===== config.mk =====
export PLATFORM = sky130hd
export DESIGN_NAME = dctc_ram
export DESIGN_NICKNAME = d
export VERILOG_FILES = /design/src/hw/rtl/dctc_ram.sv
export SDC_FILE = /design/constraint.sdc
export NUM_CORES = 2
export LEC_CHECK = 0
export BUFFER_PORTS_ARGS = -buffer_cell sky130_fd_sc_hd__buf_4
export CAP_MARGIN = 10
export CORE_MARGIN = 2
export CORE_UTILIZATION = 65
export CTS_CLUSTER_DIAMETER = 100
export DETAILED_ROUTE_END_ITERATION = 8
export PLACE_DENSITY = 0.82
export SYNTH_ARGS = -nofsm -noshare
export SYNTH_HDL_FRONTEND = slang
export SYNTH_SLANG_ARGS = --single-unit

===== constraint.sdc =====
create_clock -name clk -period 7.6 [get_ports clk]
set_clock_uncertainty 0.15 [all_clocks]
set_input_delay 1.14 -clock clk [delete_from_list [all_inputs] [get_ports clk]]
set_output_delay 1.14 -clock clk [all_outputs]
set_load 0.005 [all_outputs]

===== src/hw/rtl/dctc_ram.sv =====
`timescale 1ns / 1ps
module dctc_ram #(
	parameter int WIDTH = 48,
	parameter int DEPTH = 64
) (
	input  logic                             clk,
	input  logic                             we,
	input  logic [$clog2(DEPTH)-1:0]         waddr,
	input  logic [WIDTH-1:0]                 wdata,
	input  logic                             re,
	input  logic [$clog2(DEPTH)-1:0]         raddr,
	output logic [WIDTH-1:0]                 rdata
);

	logic [WIDTH-1:0] mem_q [DEPTH];
	logic [WIDTH-1:0] rdata_q;

	always_ff @(posedge clk) begin
		if (we) begin
			mem_q[waddr] <= wdata;
		end
		if (re) begin
			rdata_q <= mem_q[raddr];
		end
	end

	assign rdata = rdata_q;

endmodule


* After elaboration in Yosys (flattened, before gate mapping)
Memories as Yosys holds them, arrays and structs flattened. A register that Yosys moved wholly into a read port is not among the register bits. Cells that the tools add are included.
Word-level totals: RAM bits 3072, flip-flop bits (word level) 0, memories 1
Cells by class: mux-type cells 2
Memories:
- mem_q | words 64, bits a word 48, rd ports 1, clocked after Yosys merged registers in 1, write ports 1, RTL line 15 | logic [WIDTH-1:0] mem_q [DEPTH];
Operator list (count):
- two-way mux 1 bit | 2

* Longest topological paths before layout
word-level depth 2, mapped depth 9, mapped depth without buffers 5

* Worst setup path before layout
No wires, ideal clock.
path type input to register, start input waddr[3], end memory mem_q[48][0], enable pin, slack 2025 ps, required time 6937 ps, stages 4, setup time 513 ps, data arrival time 4912 ps, path buffers 1, cell sequence clkbuf_1 > nor2b_1 > nand4b_1 > nor3_1
RTL lines:
- start: declaration | RTL line 8 | input logic [$clog2(DEPTH)-1:0] waddr,
- end: declaration | RTL line 15
No word-level cell before the write port.

==> reports/summary.log <==
INFO  run_status     outcome=finished clean
INFO  place          gp_congestion=0.849
INFO  layout         final_net_count=5306
INFO  clock_tree     clk_path_buf_depth=4
INFO  hold_path      timing.hold.worst.class=input port to register
INFO  floorplanning  fp.coreArea=0.180mm^2
INFO  routing        final_antenna_net_count=0
INFO  routing        via_density=7.99
INFO  yosys          synth_edf_count=3120
INFO  clock_tree     numCtsBuffers=311
INFO  yosys          synth_warnings=0
INFO  pwr            p_comb_frac=0.049
INFO  sta            final_max_slew_viol_count=0
INFO  pwr            power.net_switching=7.80mW
INFO  yosys          post_synth.cell_area_avg=23.7um^2
INFO  clock_tree     cts.htree.levels=5
INFO  routing        routedWlPerCell=46.9um
INFO  yosys          ys_ff_latch=3120
INFO  clock_tree     tritoncts=done
INFO  pwr            power.ir.vdd_worst=0.271mV
INFO  routing        wirelength=368000um
INFO  pwr            sw_frac_of_total=0.219
INFO  routing        via_count=62700
INFO  sta            timing.slew.headroom=0.0881
INFO  grt            globalRouteOverflowTotal=0
INFO  clock_tree     cts_resized=0
INFO  yosys          dominantRegCellSynth=sky130_fd_sc_hd__edfxtp_1
INFO  grt            globalRouteTotalUtil=0.405
INFO  yosys          synth.top_cells.by_count=sky130_fd_sc_hd__edfxtp_1, sky130_fd_sc_hd__mux4_2, sky130_fd_sc_hd__nor2_1, sky130_fd_sc_hd__o22ai_1
INFO  floorplanning  dieHeight=429um
INFO  pwr            power_frac_seq=0.538
INFO  routing        drc_errors=0
INFO  flow_run       drv.max_cap_violation_count=0
INFO  grt            grt_first_pass_wirelength=506000um
INFO  layout         fraction_of_final_layout_cells_with_drive_strength_greater_than_1=0.273
INFO  clock_tree     clk_pin_slew_worst_paths=60ps
INFO  pwr            share_clk_of_total_power=0.413
INFO  routing        drtIter0Drc=13600
INFO  sta            rsz0062_at_grt=false
INFO  setup_path     start_kind=input port
INFO  sta            achievable-frequency=0.247GHz
INFO  clock_tree     sink_count_of_the_clock_tree=3120
INFO  pwr            internal_power=27.9mW
INFO  floorplanning  design.die.area=0.184mm^2
INFO  floorplanning  fp.dieW=429um
INFO  place          buffer_ports.inserted=110
INFO  clock_tree     cts_root_buffer=sky130_fd_sc_hd__clkbuf_16
INFO  pwr            total_leakage_power=40.5nW
INFO  yosys          yosys.cell_count.top_type=sky130_fd_sc_hd__edfxtp_1
INFO  sta            tns=0ps
INFO  yosys          netlist_instances=4970
INFO  floorplanning  floorplan.rows=156
INFO  place          pre_cts_ws=2600ps
INFO  sta            fin_ws=3560ps
INFO  yosys          seq_area_frac_synth=0.797
INFO  setup_path     critical_path_arrival=4530ps
INFO  pwr            power_per_standard_cell_area=272mW/mm^2
INFO  clock_tree     worstSkewPairLatency=970ps
INFO  setup_path     cp.required=8090ps
INFO  grt            via_count_of_the_first_global_routing_pass=63700
INFO  yosys          synth.net_count=5033
INFO  sta            timing.final.hold_violations=0
INFO  setup_path     critical_path.max_fanout=58
INFO  routing        firstDrtPassIters=6
INFO  yosys          asyncSetResetFlopFracSynth=0
INFO  layout         layout.filler_cells=8875
INFO  sta            period_share=0.532
INFO  yosys          synth.cell_area=0.118mm^2
INFO  setup_path     worstSetupPathType=input port to register
INFO  clock_tree     postCtsHoldBufs=0
INFO  yosys          yosys.area.top_type_share=0.797
INFO  sta            report.final.setup_viol=0
INFO  clock_tree     cts_setup_buffers=0
INFO  yosys          synth_cell_type_count=35
INFO  floorplanning  initial_utilization=0.652
INFO  layout         area_delta_synth_final=11.4%
INFO  grt            grt_start_max_net_pins=135
INFO  grt            initial_antenna_violation_count=28
INFO  sta            final_critical_path_required_period=4040ps
INFO  yosys          synthDominantAreaCellType=sky130_fd_sc_hd__edfxtp_1
INFO  setup_path     worst_setup_path_end_kind=register
INFO  place          detailed_place_hpwl=167000um
INFO  sta            max_slew.worst_pin.slew=1360ps
INFO  floorplanning  boundaryPins=111
INFO  yosys          post_synth_main_area_contributors=sky130_fd_sc_hd__edfxtp_1, sky130_fd_sc_hd__mux4_2, sky130_fd_sc_hd__o22ai_1, sky130_fd_sc_hd__a221oi_1, sky130_fd_sc_hd__mux2i_1
stage by stage:
stage	area, um^2	utilization	total power [mW]	instances	hold WS [ps]
floorplan	118000	-	20.4	4970	637
global placement	122000	0.674	21.1	7294	712
detailed placement	122000	0.674	21.1	7297	712
CTS	131000	0.726	35.6	7829	535
global route	131000	0.726	36.2	7836	571
finish	131000	0.726	35.7	7845	568
placed cells by master (no fill, tap or decap), types with 68 or more instances in the layout:
cell type | synthesis | routed
sky130_fd_sc_hd__nor2_1 | 132 | 68
sky130_fd_sc_hd__a221oi_1 | 83 | 82
sky130_fd_sc_hd__clkinv_1 | 0 | 77
sky130_fd_sc_hd__buf_4 | 62 | 222
sky130_fd_sc_hd__mux4_2 | 754 | 754
sky130_fd_sc_hd__clkbuf_16 | 0 | 315
sky130_fd_sc_hd__a22oi_1 | 72 | 72
sky130_fd_sc_hd__a21oi_1 | 74 | 74
sky130_fd_sc_hd__o22ai_1 | 122 | 122
sky130_fd_sc_hd__edfxtp_1 | 3120 | 3120
power by group through the flow:
stage               Sequential [mW]  Combinational [mW]  Clock [mW]
finish                         19.2                1.76        14.7
global route                   19.2                1.79        15.3
CTS                            19.2                1.70        14.7
detailed placement             19.5                1.62           0
global placement               19.5                1.56           0
floorplan                      19.5               0.911           0
registers in the layout, indices dropped and copies added (netlist names):
register  count
mem_q      3072
rdata        48
per-layer routing:
layer  routed length (um)  global-route usage  vias to the layer above
met5                  187                   0                        -
met4                34900               0.308                       26
met3                55700               0.119                     1976
met2               174000               0.625                     7290
met1               103000               0.489                    31300
li1                     -                   -                    22100
worst paths after layout:
| kind | from | end | slack [ps] | cells after the start |
|---|---|---|---|---|
| hold reg to reg | mem_q[58][20] | rdata[20] | 750 | 4 |
| setup reg to reg | mem_q[44][22] | rdata[22] | 4880 | 5 |
| hold / removal | wdata[15] | mem_q[51][15] | 570 | 1 |
| setup / recovery | raddr[2] | rdata[4] | 3560 | 8 |
cell type report:
cell class	count	area, um^2	share of cell area
clock buffers	376	8110	0.0619
clock inverters	156	1200	0.00920
well taps	2370	2970	0.0226
repair buffers	242	2050	0.0156
diodes	13	32.5	0.000248
multi-input cells	1568	22900	0.175
flip-flops and latches	3120	93700	0.715
kinds of logic (layout without fill, tap and decap cells):
kind of cell	count (synthesis)	after routing	synth area share
other cells	0	13	0
buf+inv	282	774	0.0127
mux	829	829	0.151
flops	3120	3120	0.797
simple gates	253	253	0.00953
compound gates	486	486	0.0301
critical path, cell delays in order:
cell	delay, ps
sky130_fd_sc_hd__buf_8	440
sky130_fd_sc_hd__buf_4	680
sky130_fd_sc_hd__buf_4	660
sky130_fd_sc_hd__nand2b_1	360
sky130_fd_sc_hd__a211oi_1	330
sky130_fd_sc_hd__a311oi_1	100
sky130_fd_sc_hd__a311oi_1	550
sky130_fd_sc_hd__a211oi_1	120
Power figures use the tool's default switching activity.
