$ cat src/hw/rtl/dctc_pkg.sv
`timescale 1ns / 1ps
package dctc_pkg;

	localparam int MAX_ORDER_DEF  = 63;
	localparam int MAX_RADIUS_DEF = 255;
	localparam int COS_WIDTH_DEF  = 18;

	localparam int SAMPLE_W = 32;
	localparam int ACC_W    = 48;
	localparam int PHASE_W  = 32;
	// Dividend of the shared divider: phase set-up needs 8+32 bits, the final
	// scaling needs 50 bits.
	localparam int DVD_W    = 52;
	// Divisor: 2*T is at most 1024.
	localparam int DSR_W    = 11;
	localparam int CFG_AW   = 2;
	localparam int CFG_DW   = 8;

	typedef enum logic [CFG_AW-1:0] {
		REG_DCT_TYPE = 2'd0,
		REG_RADIUS   = 2'd1,
		REG_ORDER    = 2'd2
	} cfg_reg_t;

	typedef struct packed {
		logic             start;
		logic [DVD_W-1:0] dividend;
		logic [DSR_W-1:0] divisor;
	} div_req_t;

	typedef struct packed {
		logic             done;
		logic [DVD_W-1:0] quotient;
		logic [DSR_W-1:0] remainder;
	} div_rsp_t;

endpackage

$ cat src/hw/rtl/dctc_div.sv
`timescale 1ns / 1ps
module dctc_div (
	input  logic               clk,
	input  logic               arst_n,
	input  dctc_pkg::div_req_t req,
	output dctc_pkg::div_rsp_t rsp
);

	localparam int DVD_W = dctc_pkg::DVD_W;
	localparam int DSR_W = dctc_pkg::DSR_W;
	localparam int CW    = $clog2(DVD_W);

	logic             busy_q;
	logic             done_q;
	logic [CW-1:0]    cnt_q;
	logic [DVD_W-1:0] a_q;
	logic [DSR_W-1:0] r_q;
	logic [DSR_W-1:0] d_q;

	logic [DSR_W:0]   trial;
	logic             fits;

	// Restoring division, one quotient bit a cycle; quotient bits shift in
	// behind the dividend bits.
	assign trial = {r_q, a_q[DVD_W-1]};
	assign fits  = trial >= {1'b0, d_q};

	always_ff @(posedge clk or negedge arst_n) begin
		if (!arst_n) begin
			busy_q <= 1'b0;
			done_q <= 1'b0;
			cnt_q  <= '0;
		end else begin
			done_q <= 1'b0;
			if (req.start) begin
				busy_q <= 1'b1;
				cnt_q  <= '0;
			end else if (busy_q) begin
				cnt_q <= cnt_q + 1'b1;
				if (cnt_q == CW'(DVD_W - 1)) begin
					busy_q <= 1'b0;
					done_q <= 1'b1;
				end
			end
		end
	end

	always_ff @(posedge clk) begin
		if (req.start) begin
			a_q <= req.dividend;
			r_q <= '0;
			d_q <= req.divisor;
		end else if (busy_q) begin
			a_q <= {a_q[DVD_W-2:0], fits};
			r_q <= fits ? DSR_W'(trial - {1'b0, d_q}) : trial[DSR_W-1:0];
		end
	end

	assign rsp.done      = done_q;
	assign rsp.quotient  = a_q;
	assign rsp.remainder = r_q;

endmodule

$ cat config.mk
export PLATFORM = sky130hd
export DESIGN_NAME = dctc_div
export DESIGN_NICKNAME = d
export VERILOG_FILES = /design/src/hw/rtl/dctc_pkg.sv /design/src/hw/rtl/dctc_div.sv
export SDC_FILE = /design/constraint.sdc
export NUM_CORES = 1
export LEC_CHECK = 0
export ABC_AREA = 1
export BUFFER_PORTS_ARGS = -buffer_cell sky130_fd_sc_hd__buf_4
export CAP_MARGIN = 20
export CORE_AREA = 10 10 127 94
export CTS_CLUSTER_SIZE = 25
export DETAILED_ROUTE_END_ITERATION = 6
export DIE_AREA = 0 0 137 104
export HOLD_SLACK_MARGIN = 0.12
export PLACE_DENSITY = 0.71
export SETUP_SLACK_MARGIN = 0.3
export SYNTH_ARGS = -nofsm -noshare
export SYNTH_HDL_FRONTEND = slang
export SYNTH_SLANG_ARGS = --single-unit
$ cat constraint.sdc
create_clock -name clk -period 4.7 [get_ports clk]
set_clock_uncertainty 0.15 [all_clocks]
set_input_delay 0.94 -clock clk [delete_from_list [all_inputs] [get_ports clk]]
set_output_delay 0.94 -clock clk [all_outputs]
set_load 0.005 [all_outputs]
Yosys cells after proc, flatten, opt, wreduce, memory -nomap -nowiden:

Cells that the tools add are included.

* word-level logic and storage cells: 22
* bits in read-only memories: 0
* output and inout port bits: 64
* memories: 0
* flip-flop bits (word level): 82
* bits in latches: 0
* RAM bits: 0

* bitwise gates (word level): 0
* order comparisons: 1
* muxes and demuxes: 11
* multiply operators: 0
* $add $sub $neg: 2
* reduce and logical (&&, ||, !) cells: 1
* shifts and indexed selects: 0
* div/mod/pow operators: 0
* equality and inequality tests: 1

Operators by type and width (count)
* 2-to-1 mux 52 bit: 2
* >= comparator 12 x 11 -> 1 bit: 1
* 2-to-1 mux 6 bit: 2
* 2-to-1 mux 11 bit: 1
* subtractor 11 bit: 1
* adder 6 x 1 -> 6 bit (second input constant): 1
* equality test 6 bit (second input constant): 1
* 2-to-1 mux 1 bit: 6
* nonzero test 2 bit: 1

Depth between registers and ports, before layout:

Gate-level depths: netlist (run 1).

* depth in word-level cells: 4
* mapped depth: 12
* gate-level depth less buffers: 12

Worst setup path after synthesis (run 1):

Ideal clock, no wire load.

* path kind: input -> register
* start point: input port req[63] (netlist bit)
* end point: register a_q[0], enable pin
* buffers on the path: 1
* cell stages on the path: 3
* data required time: 4.144 ns
* arrival time: 2.241 ns
* setup slack: 1.903 ns
* path through: nor2_1 -> clkbuf_1 -> inv_1

* word-level cells in the longest chain between the ends: 1

RTL lines
* start, declared: line dctc_div.sv:5 `input dctc_pkg::div_req_t req,`
* nonzero test 2 bit (no source line)
* end signal, assigned: line dctc_div.sv:50 `a_q <= req.dividend;`
* end signal, assigned: line dctc_div.sv:54 `a_q <= {a_q[DVD_W-2:0], fits};`
* end, declared: line dctc_div.sv:16 `logic [DVD_W-1:0] a_q;`

No other way between the ends.
A chain may end at the register's enable or synchronous reset.

Worst setup path in the final report (run 1):

* start point: register a_q[51]
* end point: register a_q[0], data pin

* word-level cells in the longest chain between the ends: 3

RTL lines
* >= comparator 12 x 11 -> 1 bit: line dctc_div.sv:26 `assign fits = trial >= {1'b0, d_q};`
* 2-to-1 mux 52 bit: line dctc_div.sv:53 `end else if (busy_q) begin`
* 2-to-1 mux 52 bit: line dctc_div.sv:49 `if (req.start) begin`

No other way between the ends. The select of a mux whose other input is x is not followed.

==> results of run 1 <==
-- worst min path at each step --
stage                     to  slack, ps  cells after the start
global placement      r_q[5]        330                      2
global route        cnt_q[4]        260                      1
finish              cnt_q[4]        260                      1
floorplan            r_q[10]        320                      2
CTS                 cnt_q[4]        260                      1
detailed placement    r_q[4]        340                      2
-- stage by stage --
stage,hold WS (ps),instance area [um^2],power [mW],std cells
floorplan,317,4210,1.58,488
detailed placement,339,5250,1.87,729
finish,264,5560,2.55,745
global placement,333,5250,1.85,729
CTS,258,5540,2.56,744
global route,261,5560,2.72,745
-- synthesized netlist by cell type, drive strengths merged, types with 2 or more instances --
cell type | number | area [um^2]
nand3 | 31 | 180
nor3 | 2 | 10.0
clkbuf | 11 | 45.1
nand2 | 240 | 931
o21ai | 2 | 10.0
xnor2 | 2 | 17.5
ha | 12 | 150
buf | 8 | 62.6
edfxtp | 63 | 1890
a21oi | 7 | 38.8
dfrtp | 8 | 200
dfxtp | 11 | 220
nor2 | 19 | 83.8
inv | 49 | 184
nand4 | 16 | 115
xor2 | 2 | 17.5
-- final cells by class --
type / instances / area share [%]
Clock inverter: 6 / 1.06
Multi-Input combinational cell: 338 / 28.9
Tap cell: 128 / 2.88
Clock buffer: 9 / 4.05
Inverter: 49 / 3.31
Timing Repair Buffer: 133 / 18.2
Sequential cell: 82 / 41.6
-- routing by layer --
layer | vias to the layer above | routed length (um) | track usage (%)
li1 | 1819 | - | -
met1 | 1623 | 5200 | 20.7
met2 | 111 | 5530 | 25.1
met3 | 18 | 765 | 4.97
met4 | 0 | 204 | 4.95
met5 | - | 0 | 0
-- kinds of logic after synthesis --
group                    Yosys count  synth area share, %
AO/OA/AOI/OAI                     11                 1.55
XOR/XNOR                           4                0.832
AND/OR/NAND/NOR                  310                 31.7
adder cells (fa/ha/maj)           13                 4.04
buffers and inverters             68                 6.93
flip-flops                        82                 54.9
-- sequential cells by signal, indices dropped and copies added, names as in the netlist --
| signal | flops |
|---|---|
| a_q | 52 |
| d_q | 11 |
| r_q | 11 |
| cnt_q | 6 |
| busy_q | 1 |
| done_q | 1 |
-- where the power goes --
| group | leakage, nW | internal (mW) | switching, mW | total [mW] |
|---|---|---|---|---|
| Combinational | 1.83 | 0.383 | 0.508 | 0.891 |
| Clock | 0.136 | 0.405 | 0.280 | 0.685 |
| Sequential | 0.875 | 0.888 | 0.0846 | 0.973 |
| Total | 2.84 | 1.68 | 0.873 | 2.55 |
-- worst max-delay path, stage by stage, from the launching register on --
cell and delay [ps]:
edfxtp_1 420, inv_1 100, ha_1 200, fa_1 240, inv_1 80, nand3_1 70, nand3_1 190, nand2_2 320
nand4_4 330, nand2_1 140, nand2_1 60
==> flow_summary_export.csv, run 1 <==
group,metric,value,unit
status,status,"finished clean",
critical_path,r2r-start,"a_q[51]",
yosys,syn_nets,567,
flow_run,cap_violations,0,
detailed_routing,via_per_inst,4.79,
hold_path,hp-class,"in2async",
clock_network,cts_tree,"built",
critical_path,startpoint_type,"flop",
timing,hold_viol_final,0,
finish,nNetsFinal,692,
power_and_ir_drop,p_per_area,459,mW/mm^2
timing,max_freq,0.391,GHz
critical_path,cp_max_fo,12,
floorplanning,dieArea,0.0142,mm^2
timing,tightest_slew,909,ps
finish,antenna_cells,0,
critical_path,critical_path.endpoint,"a_q[0]",
critical_path,critPathKind,"reg2reg",
placement,io_buffers,129,
global_routing,antenna_found_initial,0,
yosys,synth_area,0.00421,mm^2
timing,timing.final.crit_share,54.4,%
critical_path,cp-startpoint,"a_q[51]",
critical_path,r2r-end,"a_q[0]",
clock_network,clock-root-buffer,"clkbuf_16",
global_routing,overflow,0,
floorplanning,die_w,137,um
detailed_routing,avgRoutedWirePerCell,15.7,um
placement,place_ws,1990,ps
detailed_routing,totalWireLength,11.7,mm
yosys,ys_ff_latch,82,
clock_network,clkTransAtPathRegs,60,ps
yosys,yosysWarnings,0,
finish,multi_input_area,0.00161,mm^2
floorplanning,die_h,104,um
critical_path,reg2reg_slack,2140,ps
timing,rsz0062_at_grt,"no",
critical_path,cp.required,4640,ps
finish,drive_gt1_share,27.9,%
placement,globalplace.congestion,0.915,
finish,fillers,861,
global_routing,grt_max_degree,69,
yosys,yosysSeqAreaShare,54.9,%
clock_network,cts_setup_buffers,0,
timing,setup_viol,0,
finish,register_area,0.00231,mm^2
clock_network,hold_buffers,0,
timing,final_max_slew_viol_count,0,
clock_network,postCtsResizedCells,0,
detailed_routing,firstDrtPassIters,5,
critical_path,critPathCaptureType,"flop",
timing,layout_setup_ws,2140,ps
timing,fin_tns_setup,0,ps
clock_network,clk_latency,340,ps
timing,slew_headroom,39.2,%
finish,final_common_cell,"nand2_1",
clock_network,clk_path_buf_depth,2,
timing,fin_crit,2560,ps
detailed_routing,ant_nets,0,
floorplanning,fp.coreArea,0.00953,mm^2
yosys,synthArstFlopShare,9.76,%
finish,final_core_util,58.3,%
global_routing,grt_pass1_wl,18.3,mm
power_and_ir_drop,vdd_drop_max,0.260,mV
clock_network,cts_buffers,9,
yosys,synth_edf_count,63,
finish,areaGrowthSynthToFinish,32.0,%
finish,layout_common_cells,"228 x nand2_1, 132 x buf_4, 63 x edfxtp_1",
yosys,syn_area_per_cell,8.63,um^2
critical_path,arrival,2500,ps
placement,dp_hpwl,8.61,mm
clock_network,cts.sinks,82,
floorplanning,num_io_pins,130,
detailed_routing,route.detailed.drc,0,
floorplanning,start_util,44.1,%
global_routing,grt_pass1_vias,3489,
power_and_ir_drop,p_leak,2.84,nW
yosys,synth_cell_types,33,
clock_network,htreeDepth,3,
critical_path,r2r_cells,10,
yosys,ys.flop_type,"edfxtp_1",
yosys,syn_inst,488,
global_routing,grt_usage,16.1,%
floorplanning,rows,30,
detailed_routing,vias,3571,
detailed_routing,drt_iter0_drc,276,
(Power assumes the default switching activity.)
==> run 2: changes to the inputs <==
--- a/config.mk
+++ b/config.mk
@@ -5,13 +5,13 @@
 export SDC_FILE = /design/constraint.sdc
 export NUM_CORES = 1
 export LEC_CHECK = 0
-export ABC_AREA = 1
+export ABC_AREA = 0
 export BUFFER_PORTS_ARGS = -buffer_cell sky130_fd_sc_hd__buf_4
 export CAP_MARGIN = 20
-export CORE_AREA = 10 10 127 94
+export CORE_AREA = 10 10 124 92
 export CTS_CLUSTER_SIZE = 25
 export DETAILED_ROUTE_END_ITERATION = 6
-export DIE_AREA = 0 0 137 104
+export DIE_AREA = 0 0 134 102
 export HOLD_SLACK_MARGIN = 0.12
 export PLACE_DENSITY = 0.71
 export SETUP_SLACK_MARGIN = 0.3
==> constraint.sdc (replaced) <==
create_clock -name clk -period 2.6 [get_ports clk]
set_clock_uncertainty 0.15 [all_clocks]
set_input_delay 0.52 -clock clk [delete_from_list [all_inputs] [get_ports clk]]
set_output_delay 0.52 -clock clk [all_outputs]
set_load 0.005 [all_outputs]
==> run 2 against run 1 <==
Compared with the run above: utilization is 5.6 points higher; sequential power is 81% higher; largest power group unchanged; hold slack worse by 54 ps; critical path type unchanged.
==> flow_summary_export.csv, run 2 <==
group,metric,value,unit
status,status,"finished clean",
floorplanning,num_io_pins,130,
timing,rsz0062_at_grt,"yes",
clock_network,clk_path_buf_depth,2,
floorplanning,die_w,134,um
yosys,netlist_top_cells_count,"63 x edfxtp_1, 52 x mux2_2, 23 x nor2_1, 14 x inv_1, 12 x ha_1",
clock_network,cts_tree,"built",
timing,layout_setup_ws,198,ps
detailed_routing,drt_iter0_drc,148,
critical_path,arrival,2500,ps
yosys,synth_edf_count,63,
power_and_ir_drop,p_switching,1.33,mW
yosys,synth_simple_gate_area_share,8.45,%
global_routing,overflow,0,
yosys,synth-xor-area-share,1.98,%
detailed_routing,ant_nets,0,
detailed_routing,vias,2821,
timing,timing.final.crit_share,92.4,%
floorplanning,fp.coreArea,0.00896,mm^2
clock_network,clk_latency,330,ps
finish,final_common_cell,"buf_4",
yosys,synth_cell_types,47,
hold_path,hp-class,"in2reg",
critical_path,startpoint_type,"flop",
power_and_ir_drop,switching_share,28.1,%
finish,layout_common_cells,"138 x buf_4, 63 x edfxtp_1, 52 x mux2_2",
placement,place_ws,148,ps
finish,top_register,"a_q",
finish,antenna_cells,0,
power_and_ir_drop,pwr-share-seq,37.0,%
finish,areaGrowthSynthToFinish,43.7,%
finish,fillers,702,
clock_network,cts.sinks,82,
critical_path,cp_max_fo,5,
placement,dpl_cell_area,0.00519,mm^2
finish,reg_top3,"a_q: 52 flops, d_q: 11 flops, r_q: 11 flops",
critical_path,critPathCaptureType,"flop",
detailed_routing,route.detailed.drc,0,
power_and_ir_drop,intPower,3.41,mW
yosys,synthTopCellsByArea,"edfxtp_1 47%, mux2_2 15%, dfxtp_1 5.5%",
clock_network,htreeDepth,3,
clock_network,cts_buffers,9,
timing,max_freq,0.416,GHz
yosys,ys_ff_latch,82,
detailed_routing,via_per_inst,5.00,
yosys,yosysWarnings,0,
yosys,synthAdderAreaFrac,4.27,%
finish,nNetsFinal,515,
floorplanning,rows,29,
floorplanning,dieArea,0.0137,mm^2
clock_network,clkTransAtPathRegs,60,ps
global_routing,grt_usage,14.4,%
power_and_ir_drop,combinationalPowerShare,32.5,%
global_routing,antenna_found_initial,0,
placement,io_buffers,129,
critical_path,cp.required,2700,ps
flow_run,cap_violations,0,
power_and_ir_drop,p_per_area,829,mW/mm^2
placement,dp_hpwl,7.43,mm
global_routing,grt_max_degree,53,
yosys,synth.area.mux_share,16.7,%
detailed_routing,avgRoutedWirePerCell,18.0,um
yosys,synth_area,0.00398,mm^2
critical_path,critPathKind,"reg2reg",
placement,globalplace.congestion,0.861,
finish,final_core_util,63.9,%
timing,fin_crit,2400,ps
yosys,synth.most_common_cell,"edfxtp_1",
finish,largest_reg_flops,52,
timing,tightest_slew,448,ps
timing,slew_headroom,70.1,%
yosys,syn_nets,371,
finish,stdcell_area,0.00572,mm^2
yosys,syn_inst,292,
finish,drive_gt1_share,54.5,%
yosys,ys.flop_type,"edfxtp_1",
yosys,synthArstFlopShare,9.76,%
floorplanning,start_util,44.5,%
detailed_routing,totalWireLength,10.1,mm
yosys,synth_top_family_by_area,"multiplexers",
clock_network,clock-root-buffer,"clkbuf_16",
timing,hold_ws,210,ps
yosys,yosysTopAreaCell,"edfxtp_1",
global_routing,grt_pass1_wl,15.7,mm
timing,final_max_slew_viol_count,0,
timing,setup_viol,0,
floorplanning,die_h,102,um
global_routing,grt_pass1_vias,2892,
yosys,yosysSeqAreaShare,58.0,%
power_and_ir_drop,vdd_drop_max,0.497,mV
detailed_routing,firstDrtPassIters,4,
yosys,synth_compound_area_share,7.41,%
yosys,yosys.area.top_type_share,47.5,%
yosys,syn_area_per_cell,13.6,um^2
power_and_ir_drop,p_clk_share,30.4,%
timing,fin_tns_setup,0,ps
power_and_ir_drop,p_leak,2.43,nW
timing,hold_viol_final,0,
==> run 2: cell count changes in the layout (fill, tap and decap cells not counted), moves of 6 or more <==
cell,previous run,this run
nand3_1,26,1
buf_4,132,138
nand2_2,12,0
mux2_2,0,52
nand4_1,15,3
nand2_1,228,9
inv_1,46,12
nor2_1,16,22
==> run 2: logic make-up (layout without fill, tap and decap cells) <==
kind of cell	Yosys count	in the layout
multiplexers	60	60
adder cells (fa/ha/maj)	13	13
AND/OR/NAND/NOR	60	60
AO/OA/AOI/OAI	40	40
flip-flops	82	82
XOR/XNOR	9	9
buffers and inverters	28	176
==> run 2: final cells by class <==
class | instances | area [um^2] | share of cell area (%)
Sequential cell | 82 | 2310 | 40.4
Multi-Input combinational cell | 182 | 1690 | 29.4
Clock inverter | 5 | 104 | 1.81
Tap cell | 124 | 155 | 2.71
Inverter | 14 | 56.3 | 0.984
Timing Repair Buffer | 147 | 1180 | 20.6
Clock buffer | 10 | 229 | 4.00
==> run 2: power groups by stage <==
stage | Clock (mW) | Sequential, mW | Combinational (mW)
after global placement | 0 | 1.76 | 1.29
after global routing | 1.53 | 1.78 | 1.68
after CTS | 1.47 | 1.75 | 1.43
after detailed placement | 0 | 1.76 | 1.31
after floorplan | 0 | 1.75 | 0.786
final | 1.44 | 1.76 | 1.54
==> run 2: worst max-delay path: stages, from the launching register on <==
cell and delay (ps):
edfxtp_1 400, inv_2 100, ha_4 150, fa_2 200, nor2b_2 50, o31a_1 320
o21ai_2 220, o21ai_4 120, buf_6 170, buf_12 120, and2_4 160, a211oi_2 180
==> run 2: worst paths after layout <==
path                              start       end  slack [ps]  depth (start not counted)
worst max-delay path            a_q[51]    r_q[6]         200                         11
worst min-delay path             req[0]    d_q[0]         210                          1
worst max register to register  a_q[51]    r_q[6]         200                         11
worst min register to register   r_q[9]    r_q[9]         380                          2
max in group asynchronous        arst_n  cnt_q[1]        1780                          2
min in group asynchronous        arst_n  cnt_q[4]         400                          2
==> run 2: timing repair <==
item / in CTS / in global routing
hold buffers: 1 / 0
resized for setup: 13 / 12
pin swaps: 11 / 11
hold endpoints to repair: 8 / 0
buffers inserted: 4 / 2
endpoints found under the setup margin: 12 / 12
==> run 2: per-layer routing <==
layer	share of wire [%]	up-vias	GRT usage, %
met1	42	1340	16.5
met4	1.4	0	5.00
met2	48	88	23.6
met3	8.5	8	6.76
met5	0	-	0
li1	-	1385	-
==> run 2: stage by stage <==
step           total power [mW]  instances
3_5_place_dp               3.07        542
5_1_grt                    4.99        564
2_1_floorplan              2.54        292
4_1_cts                    4.65        562
6_report                   4.74        564
3_3_place_gp               3.05        542
