<file path="config.mk">
export PLATFORM = sky130hd
export DESIGN_NAME = dctc_cos
export DESIGN_NICKNAME = d
export VERILOG_FILES = /design/src/hw/rtl/dctc_pkg.sv /design/src/hw/rtl/dctc_cos.sv
export SDC_FILE = /design/constraint.sdc
export NUM_CORES = 2
export LEC_CHECK = 0
export BUFFER_PORTS_ARGS = -buffer_cell sky130_fd_sc_hd__buf_2
export CAP_MARGIN = 20
export CORE_MARGIN = 3
export CORE_UTILIZATION = 35
export CTS_BUF_LIST = sky130_fd_sc_hd__clkbuf_2 sky130_fd_sc_hd__clkbuf_4 sky130_fd_sc_hd__clkbuf_8
export DETAILED_ROUTE_END_ITERATION = 12
export PLACE_DENSITY_LB_ADDON = 0.15
export REMOVE_ABC_BUFFERS = 1
export SLEW_MARGIN = 40
export SYNTH_ARGS = -nofsm -noshare
export SYNTH_HDL_FRONTEND = slang
export SYNTH_SLANG_ARGS = --single-unit
</file>
<file path="constraint.sdc">
create_clock -name clk -period 15.3 [get_ports clk]
set_input_delay 0.765 -clock clk [delete_from_list [all_inputs] [get_ports clk]]
set_output_delay 0.765 -clock clk [all_outputs]
set_load 0.02 [all_outputs]
</file>
<file path="src/hw/rtl/dctc_pkg.sv">
`timescale 1ns / 1ps
package dctc_pkg;

	localparam int MAX_ORDER_DEF  = 63;
	localparam int MAX_RADIUS_DEF = 255;
	localparam int COS_WIDTH_DEF  = 18;

	localparam int SAMPLE_W = 32;
	localparam int ACC_W    = 48;
	localparam int PHASE_W  = 32;
	// Dividend of the shared divider: phase set-up needs 8+32 bits, the final
	// scaling needs 50 bits.
	localparam int DVD_W    = 52;
	// Divisor: 2*T is at most 1024.
	localparam int DSR_W    = 11;
	localparam int CFG_AW   = 2;
	localparam int CFG_DW   = 8;

	typedef enum logic [CFG_AW-1:0] {
		REG_DCT_TYPE = 2'd0,
		REG_RADIUS   = 2'd1,
		REG_ORDER    = 2'd2
	} cfg_reg_t;

	typedef struct packed {
		logic             start;
		logic [DVD_W-1:0] dividend;
		logic [DSR_W-1:0] divisor;
	} div_req_t;

	typedef struct packed {
		logic             done;
		logic [DVD_W-1:0] quotient;
		logic [DSR_W-1:0] remainder;
	} div_rsp_t;

endpackage

</file>
<file path="src/hw/rtl/dctc_cos.sv">
`timescale 1ns / 1ps
module dctc_cos #(
	parameter int COS_WIDTH = dctc_pkg::COS_WIDTH_DEF
) (
	input  logic                          clk,
	input  logic                          arst_n,
	input  logic                          start,
	input  logic [dctc_pkg::PHASE_W-1:0]  phase,
	output logic                          done,
	output logic signed [COS_WIDTH-1:0]   cos_val
);

	localparam int SH = 31 - COS_WIDTH;
	localparam logic [COS_WIDTH-1:0] TOP = COS_WIDTH'((64'd1 << (COS_WIDTH - 1)) - 64'd1);
	localparam logic [31:0] PI_HALF = 32'd1686629713;
	localparam logic [31:0] Q30_ONE = 32'h4000_0000;

	typedef enum logic [8:0] {
		C_IDLE = 9'b000000001,
		C_X    = 9'b000000010,
		C_XR   = 9'b000000100,
		C_SQ   = 9'b000001000,
		C_INIT = 9'b000010000,
		C_TM   = 9'b000100000,
		C_RC   = 9'b001000000,
		C_CR   = 9'b010000000,
		C_AC   = 9'b100000000
	} cos_state_t;

	// Denominator (m+1)(m+2) of each series term, cosine and sine series.
	function automatic logic [7:0] term_div(input logic odd, input logic [2:0] i);
		case ({odd, i})
			4'd0:    return 8'd2;
			4'd1:    return 8'd12;
			4'd2:    return 8'd30;
			4'd3:    return 8'd56;
			4'd4:    return 8'd90;
			4'd5:    return 8'd132;
			4'd6:    return 8'd182;
			4'd8:    return 8'd6;
			4'd9:    return 8'd20;
			4'd10:   return 8'd42;
			4'd11:   return 8'd72;
			4'd12:   return 8'd110;
			4'd13:   return 8'd156;
			4'd14:   return 8'd210;
			default: return 8'd1;
		endcase
	endfunction

	// floor(2^32 / denominator); the quotient it gives is low by at most one.
	function automatic logic [31:0] term_rcp(input logic odd, input logic [2:0] i);
		case ({odd, i})
			4'd0:    return 32'd2147483648;
			4'd1:    return 32'd357913941;
			4'd2:    return 32'd143165576;
			4'd3:    return 32'd76695844;
			4'd4:    return 32'd47721858;
			4'd5:    return 32'd32537631;
			4'd6:    return 32'd23598721;
			4'd8:    return 32'd715827882;
			4'd9:    return 32'd214748364;
			4'd10:   return 32'd102261126;
			4'd11:   return 32'd59652323;
			4'd12:   return 32'd39045157;
			4'd13:   return 32'd27531841;
			4'd14:   return 32'd20452225;
			default: return 32'hFFFF_FFFF;
		endcase
	endfunction

	cos_state_t state_q;
	logic       done_q;
	logic [2:0] i_q;
	logic       usin_q;
	logic       neg_q;
	logic [29:0] f_q;
	logic [63:0] p_q;
	logic [31:0] x_q;
	logic [31:0] x2_q;
	logic [31:0] term_q;
	logic [31:0] v_q;
	logic [31:0] qe_q;
	logic [31:0] rem_q;
	logic signed [33:0] sum_q;
	logic signed [COS_WIDTH-1:0] cos_q;

	logic [1:0]  quad;
	logic [29:0] frac;
	logic        fold;
	logic [30:0] frac_inv;
	logic [31:0] ma;
	logic [31:0] mb;
	logic [63:0] prod;
	logic [7:0]  dsel;
	logic [31:0] tnew;
	logic signed [33:0] sum_nx;
	logic [30:0] sclamp;
	logic [31:0] rnd;
	logic [COS_WIDTH-1:0] mag;

	assign quad     = phase[31:30];
	assign frac     = phase[29:0];
	assign fold     = frac >= 30'h2000_0000;
	assign frac_inv = 31'h4000_0000 - {1'b0, frac};
	assign dsel     = term_div(usin_q, i_q);

	always_comb begin
		case (state_q)
			C_X: begin
				ma = {2'b00, f_q};
				mb = PI_HALF;
			end
			C_SQ: begin
				ma = x_q;
				mb = x_q;
			end
			C_TM: begin
				ma = term_q;
				mb = x2_q;
			end
			C_RC: begin
				ma = p_q[61:30];
				mb = term_rcp(usin_q, i_q);
			end
			C_CR: begin
				ma = p_q[63:32];
				mb = {24'd0, dsel};
			end
			default: begin
				ma = '0;
				mb = '0;
			end
		endcase
	end

	assign prod = ma * mb;
	assign tnew = qe_q + 32'(rem_q >= {24'd0, dsel});
	// The series alternates, starting with a subtraction.
	assign sum_nx = i_q[0] ? sum_q + $signed({2'b00, tnew})
	                       : sum_q - $signed({2'b00, tnew});

	always_comb begin
		if (sum_nx < 0) begin
			sclamp = '0;
		end else if (sum_nx > $signed({2'b00, Q30_ONE})) begin
			sclamp = Q30_ONE[30:0];
		end else begin
			sclamp = sum_nx[30:0];
		end
		rnd = ({1'b0, sclamp} + (32'd1 << (SH - 1))) >> SH;
		mag = rnd[COS_WIDTH-1:0];
	end

	always_ff @(posedge clk or negedge arst_n) begin
		if (!arst_n) begin
			state_q <= C_IDLE;
			done_q  <= 1'b0;
			i_q     <= '0;
		end else begin
			done_q <= 1'b0;
			case (state_q)
				C_IDLE: begin
					if (start) begin
						state_q <= C_X;
					end
				end
				C_X:    state_q <= C_XR;
				C_XR:   state_q <= C_SQ;
				C_SQ:   state_q <= C_INIT;
				C_INIT: begin
					i_q     <= '0;
					state_q <= C_TM;
				end
				C_TM:   state_q <= C_RC;
				C_RC:   state_q <= C_CR;
				C_CR:   state_q <= C_AC;
				C_AC: begin
					if (i_q == 3'd6) begin
						state_q <= C_IDLE;
						done_q  <= 1'b1;
					end else begin
						i_q     <= i_q + 1'b1;
						state_q <= C_TM;
					end
				end
				default: state_q <= C_IDLE;
			endcase
		end
	end

	always_ff @(posedge clk) begin
		case (state_q)
			C_IDLE: begin
				if (start) begin
					f_q    <= fold ? frac_inv[29:0] : frac;
					usin_q <= quad[0] ^ fold;
					neg_q  <= quad[1] ^ quad[0];
				end
			end
			C_X:  p_q <= prod;
			C_XR: x_q <= 32'((p_q + 64'h2000_0000) >> 30);
			C_SQ: p_q <= prod;
			C_INIT: begin
				x2_q   <= p_q[61:30];
				term_q <= usin_q ? x_q : Q30_ONE;
				sum_q  <= usin_q ? $signed({2'b00, x_q}) : $signed({2'b00, Q30_ONE});
			end
			C_TM: p_q <= prod;
			C_RC: begin
				v_q <= p_q[61:30];
				p_q <= prod;
			end
			C_CR: begin
				qe_q  <= p_q[63:32];
				rem_q <= v_q - prod[31:0];
			end
			C_AC: begin
				term_q <= tnew;
				sum_q  <= sum_nx;
				if (i_q == 3'd6) begin
					cos_q <= neg_q ? -$signed(mag) : $signed((mag > TOP) ? TOP : mag);
				end
			end
			default: ;
		endcase
	end

	assign done    = done_q;
	assign cos_val = cos_q;

endmodule

</file>
# Word-level counts from Yosys, hierarchy flattened
# Memory sizes are Yosys's and may differ from the RTL's.
# Cells that the tools add are included.
[classes]
n_addsub = 9
mul = 1
div_mod_pow = 0
n_lt_le_gt_ge = 5
n_eq_ne = 12
shifts = 0
n_mux = 19
n_bitwise = 2
reduce_logical = 5
[ops]
columns = ["operator", "count"]
rows = [
  ["$pmux W32 S5", 2],
  ["$pmux W9 S9", 1],
  ["$pmux W34 S2", 1],
  ["$mul A32 B32 Y64", 1],
  ["$mux W32", 2],
  ["$pmux W32 S2", 1],
  ["$add A62 B30 Y62 const B", 1],
  ["$mux W31", 2],
  ["$mux W18", 2],
  ["$add A34 B33 Y34", 1],
  ["$gt A34 B32 Y1 const B", 1],
  ["$lt A34 B1 Y1 const B", 1],
  ["$mux W34", 1],
  ["$sub A34 B33 Y34", 1],
  ["$add A32 B1 Y32", 1],
  ["$ge A32 B8 Y1", 1],
  ["$sub A32 B32 Y32", 1],
  ["$add A31 B13 Y31 const B", 1],
  ["$ge A30 B30 Y1 const B", 1],
  ["$mux W30", 1],
  ["$sub A1 B30 Y30 const A", 1],
  ["$gt A18 B17 Y1 const B", 1],
  ["$neg A18 Y18", 1],
  ["$eq A9 B1 Y1 const B", 1],
  ["other kinds (20)", 25],
]
[word_totals]
ff_bits = 353
latch_bits = 0
mem_bits_rw = 0
rom_bits = 640
inputBits = 35
word_cells = 70
memories = 2
[memory_table]
columns = ["name", "words", "width", "read_ports", "rd_clocked_by_memory_dff", "write_ports", "line", "rtl"]
rows = [
  ["(name not given)", 16, 32, 1, 0, 0, "dctc_cos.sv:53", "case ({odd, i})"],
  ["(name not given)", 16, 8, 1, 0, 0, "dctc_cos.sv:32", "case ({odd, i})"],
]

# Depth between registers and ports, before layout
# An unclocked memory read counts as a cell.
[logic_depth]
ltp_word = 12
mapped_depth = 51
mapped_depth_nobuf = 48

# Least setup slack after synthesis
# No wires, ideal clock.
[synth_path]
kind = "register to register"
start = "reg state_q[1]"
end = "reg rem_q[30] (data pin)"
setup_ns = 0.258
t_arrival_ns = 11.690
setup_slack_ns = 3.352
stages_incl_launch_ff = 43
path_buffers = 2
synth_period_minus_slack_ns = 11.948
path_cell_list = "dfrtp_1 -> nor4_1 -> and2_1 -> nand3_1 -> clkinv_1 -> clkbuf_1 -> a222oi_1 -> nand2_1 -> clkbuf_1 -> nand2_1 -> fa_1 -> inv_1 -> fa_1 -> inv_1 -> fa_1 -> inv_1 -> fa_1 -> inv_1 -> [... 7 more ...] -> ha_1 -> a211o_1 -> or3_1 -> nor2_1 -> nor2_1 -> nand2_1 -> nand2b_1 -> a21oi_1 -> xor2_1 -> ha_1 -> or2_2 -> a21oi_1 -> a21oi_1 -> a2111oi_0 -> o21a_1 -> o2111ai_1 -> a21oi_1 -> xnor2_1"
[synth_via]
elab_chain_len = 4
word_cells_on_any_way = 9
cone_classes = "add/sub (1); mul (1); eq/ne (5); mux (2)"
[synth_rtl]
columns = ["item", "line", "rtl"]
rows = [
  ["from (decl)", "dctc_cos.sv:72", "cos_state_t state_q;"],
  ["from (signal assigned)", "dctc_cos.sv:157", "state_q <= C_IDLE;"],
  ["from (signal assigned)", "dctc_cos.sv:165", "state_q <= C_X;"],
  ["from (signal assigned)", "dctc_cos.sv:168", "C_X: state_q <= C_XR;"],
  ["$eq A9 B8 Y1 (tied with other cells)", "dctc_cos.sv:109", "case (state_q)"],
  ["$pmux W32 S5", "dctc_cos.sv:109", ""],
  ["$mul A32 B32 Y64 (*)", "dctc_cos.sv:137", "assign prod = ma * mb;"],
  ["$sub A32 B32 Y32 (*)", "dctc_cos.sv:216", "rem_q <= v_q - prod[31:0];"],
  ["to (signal assigned)", "dctc_cos.sv:216", ""],
  ["to (decl)", "dctc_cos.sv:84", "logic [31:0] rem_q;"],
]
# Every way passes the cells marked *; elsewhere a longest branch is shown, timed or not.
# A chain may end at the register's enable or synchronous reset.

# Final worst setup path
[layout_path]
start = "reg i_q[0]"
end = "reg cos_q[17] (netlist: cos_val[17]) (data pin)"
[layout_via]
elab_chain_len = 12
word_cells_on_any_way = 15
cone_classes = "add/sub (5); order compare (4); mux (5); memory (1)"
[layout_rtl]
columns = ["item", "line", "rtl"]
rows = [
  ["from (decl)", "dctc_cos.sv:74", "logic [2:0] i_q;"],
  ["from (signal assigned)", "dctc_cos.sv:183", "i_q <= i_q + 1'b1;"],
  ["$mem_v2 Z16 W8", "--", ""],
  ["$ge A32 B8 Y1", "dctc_cos.sv:138", "assign tnew = qe_q + 32'(rem_q >= {24'd0, dsel});"],
  ["$add A32 B1 Y32", "dctc_cos.sv:138", ""],
  ["$sub A34 B33 Y34 or $add A34 B33 Y34 (tied branches)", "dctc_cos.sv:141, dctc_cos.sv:140", ""],
  ["$mux W34 (*)", "dctc_cos.sv:140", "assign sum_nx = i_q[0] ? sum_q + $signed({2'b00, tnew})"],
  ["$gt A34 B32 Y1", "dctc_cos.sv:146", "end else if (sum_nx > $signed({2'b00, Q30_ONE})) begin"],
  ["$mux W31", "dctc_cos.sv:146", ""],
  ["$mux W31 (*)", "dctc_cos.sv:144", "if (sum_nx < 0) begin"],
  ["$add A31 B13 Y31 (*)", "dctc_cos.sv:151", "rnd = ({1'b0, sclamp} + (32'd1 << (SH - 1))) >> SH;"],
  ["$gt A18 B17 Y1", "dctc_cos.sv:222", "cos_q <= neg_q ? -$signed(mag) : $signed((mag > TOP) ? TOP : mag);"],
  ["$mux W18", "dctc_cos.sv:222", ""],
  ["$mux W18 (*)", "dctc_cos.sv:222", ""],
  ["to (signal assigned)", "dctc_cos.sv:222", ""],
  ["to (decl)", "dctc_cos.sv:86", "logic signed [COS_WIDTH-1:0] cos_q;"],
]
# Marks and branches as above.

==> impl_metrics.csv <==
group,metric,value,unit
outcome,status,"finished clean",
logic_synthesis,synth_top_cell_area_share,0.342,
grt,grt_pass1_wl,274,mm
worst_setup_path,crit_slowest_cell,"a21boi_0",
cells_and_area,fill_cells,15300,
cells_and_area,multi_input_area,38100,sq um
clock_network,htree_levels,2,
logic_synthesis,synth_top_cell_by_area,"fa_1",
grt,grt-ovfl-total,0,
floorplan,std_cell_rows,141,
placed_design,dpl.cell_count,7691,
logic_synthesis,ys_seq_elements,324,
worst_setup_path,path_max_fanout,41,
logic_synthesis,synth.area.top_cells,"fa_1, edfxtp_1, ha_1",
floorplan,design.core.area,149000,sq um
cells_and_area,drive_above_1_share,0.0587,
floorplan,start_util,0.354,
drt,totalWireLength,182,mm
pwr,p_per_area,54.1,nW/um^2
pwr,combPwrFrac,0.351,
timing,setup_viol,0,
logic_synthesis,yosysWarnings,0,
timing,fmax,78.9,MHz
drt,wl_per_cell,23.3,microns
clock_network,numCtsBuffers,57,
worst_setup_path,worst_setup_path_start_kind,"register",
worst_setup_path,rr_startpoint,"i_q[0]$_DFFE_PN0P_",
placed_design,dp_hpwl,143,mm
floorplan,die_w,394,microns
worst_setup_path,startpoint,"i_q[0]$_DFFE_PN0P_",
worst_setup_path,slowest_delay,620,ps
logic_synthesis,syn_area_per_cell,9.11,sq um
logic_synthesis,syn_inst,5772,
timing,finalCriticalPeriod,12680,ps
pwr,seqPwrFrac,0.370,
worst_setup_path,r2r_slack,2620,ps
clock_network,cts.sinks,324,
worst_setup_path,critical_path_class,"reg2reg",
logic_synthesis,synth.most_common_cell,"nand2_1",
timing,skew,39.6,ps
drt,detail_route.vias_per_cell,5.28,
placed_design,numPortBuffers,53,
grt,grt_max_degree,67,
pwr,internal_power,1.80,mW
worst_setup_path,cp.required,15710,ps
timing,slew_viol_final,0,
pwr,clockPowerShare,0.279,
worst_setup_path,r2r_end,"cos_val[17]$_DFFE_PP_",
drt,ant_nets,0,
pwr,ir_drop,0.0581,mV
cells_and_area,final_nets,7040,
pwr,total_power,3.07,mW
grt,antenna_found_initial,9,
worst_setup_path,cp_common_cell,"ha_1",
logic_synthesis,syn_area,52600,sq um
timing,relSlewSlack,0.357,
flow_run,max-cap-violations,0,
cells_and_area,layoutNonFillerInstCount,7801,
clock_network,cts_tree,"yes",
clock_network,clk_latency,700,ps
drt,drc,0,
logic_synthesis,synth_ff_type,"edfxtp_1",
cells_and_area,area_growth,7.82,%
placed_design,dpl_worst_slack,2440,ps
logic_synthesis,synth.yosys.seq_area_share,0.184,
drt,vias,41200,
clock_network,cts_resized,0,
grt,grt_use_total,0.233,
grt,grt_pass1_vias,41700,
worst_hold_path,hp-class,"in2reg",
logic_synthesis,synth_edf_count,311,
pwr,leakage,25.2,nW
timing,rsz0062_at_grt,"false",
drt,dr.pass1.iters,7,
clock_network,clock-root-buffer,"clkbuf_8",
worst_setup_path,cp.arrival,13090,ps
worst_setup_path,r2r_cells,41,
pwr,switching_power,1.27,mW
logic_synthesis,async_flop_share,0.0401,
drt,drt-initial-drc-count,3412,
placed_design,finalWeightedCongestion,0.928,
floorplan,io_pins,54,
logic_synthesis,ys_types,96,
worst_setup_path,crit_end,"cos_val[17]$_DFFE_PP_",
floorplan,die_y,394,microns
cells_and_area,register_area,9670,sq um
timing,setup_ws,2620,ps
worst_setup_path,critical_path.endpoint_type,"register",
floorplan,die-area,155000,sq um
timing,tightest_slew,962,ps
timing,hold_violations,0,
timing,min_period_over_period,0.829,
clock_network,cts_max_path_buffers,3,
pwr,p_sw_frac,0.413,
timing,setup_tns,0,ps
logic_synthesis,yosys-top-cells-count,"nand2_1, inv_1, fa_1",
clock_network,clk_pin_slew_worst_paths,60,ps
[area by class of cell]
class,instances,share of cell area
Sequential cell,324,0.170
Timing Repair Buffer,180,0.0218
Tap cell,2002,0.0442
Clock buffer,72,0.0159
Clock inverter,34,0.00461
Inverter,1080,0.0715
Multi-Input combinational cell,4106,0.671
Antenna cell,3,0.000132
[power by group through the flow]
| stage | clock [mW] | sequential (mW) | combinational [mW] |
|---|---|---|---|
| 2_1_floorplan | 0 | 1.11 | 0.564 |
| 3_3_place_gp | 0 | 1.15 | 1.07 |
| 3_5_place_dp | 0 | 1.15 | 1.07 |
| 4_1_cts | 0.876 | 1.13 | 1.08 |
| 5_1_grt | 0.912 | 1.14 | 1.16 |
| 6_report | 0.856 | 1.13 | 1.08 |
[metal layers]
metal / track usage / up-vias / wire length (microns) / share of wire
met3: 0.0225 / 183 / 10700 / 0.059
met1: 0.331 / 21300 / 80700 / 0.44
met2: 0.385 / 1342 / 86000 / 0.47
li1: - / 18300 / - / -
met5: 0 / - / 0 / 0
met4: 0.0514 / 0 / 4260 / 0.023
[worst min-delay path by stage]
stage	start	end	slack [ps]	cells after the start
finish	phase[0]	f_q[0]$_DFFE_PP_	330	1
detailed placement	p_q[63]$_DFFE_PP_	qe_q[31]$_DFFE_PP_	490	0
global placement	p_q[63]$_DFFE_PP_	qe_q[31]$_DFFE_PP_	490	0
floorplan	p_q[62]$_DFFE_PP_	qe_q[30]$_DFFE_PP_	430	0
CTS	phase[0]	f_q[0]$_DFFE_PP_	280	1
global route	phase[0]	f_q[0]$_DFFE_PP_	300	1
[flip-flops by register name (all words and copies together), names as in the netlist]
register	flops
state_q	9
usin_q	1
cos_val	18
f_q	30
x2_q	32
i_q	3
p_q	35
done	1
term_q	32
rem_q	32
v_q	32
qe_q	32
sum_q	34
neg_q	1
x_q	32
[through the flow]
stage / util / area, sq um / hold slack, ps
global route: 0.382 / 56700 / 303
global placement: 0.373 / 55400 / 493
floorplan: - / 51600 / 427
finish: 0.382 / 56700 / 334
detailed placement: 0.374 / 55500 / 492
CTS: 0.382 / 56700 / 281
[cell families after synthesis]
| group | Yosys count | synth area share |
|---|---|---|
| flops | 324 | 0.184 |
| simple gates | 1820 | 0.152 |
| buf+inv | 1342 | 0.0963 |
| xor+xnor | 258 | 0.0435 |
| fa+ha+maj | 1256 | 0.427 |
| mux | 14 | 0.00302 |
| compound gates | 758 | 0.0950 |
[repair_timing]
item,CTS,global route
buffers inserted,0,0
hold buffers,1,0
hold endpoints to repair,12,0
[critical path, delay by kind of cell, from the launching register on]
family                   cells  cell delay, ps
buffers and inverters        1             430
AO/OA/AOI/OAI               14            3870
flip-flops                   1             350
multiplexers                 2             530
XOR/XNOR                     3            1180
adder cells (fa/ha/maj)      7            2360
AND/OR/NAND/NOR             14            3670
[placed cells by master (no fill, tap or decap), types with 71 or more instances in the layout]
master	count
xnor2_1	185
a21oi_1	221
edfxtp_1	311
nand2_1	1076
nor2_1	281
nand3_1	92
o21ai_0	146
xor2_1	71
ha_1	358
fa_1	898
inv_1	1075
buf_4	121
No activity file was read; power rests on OpenSTA's default activity.
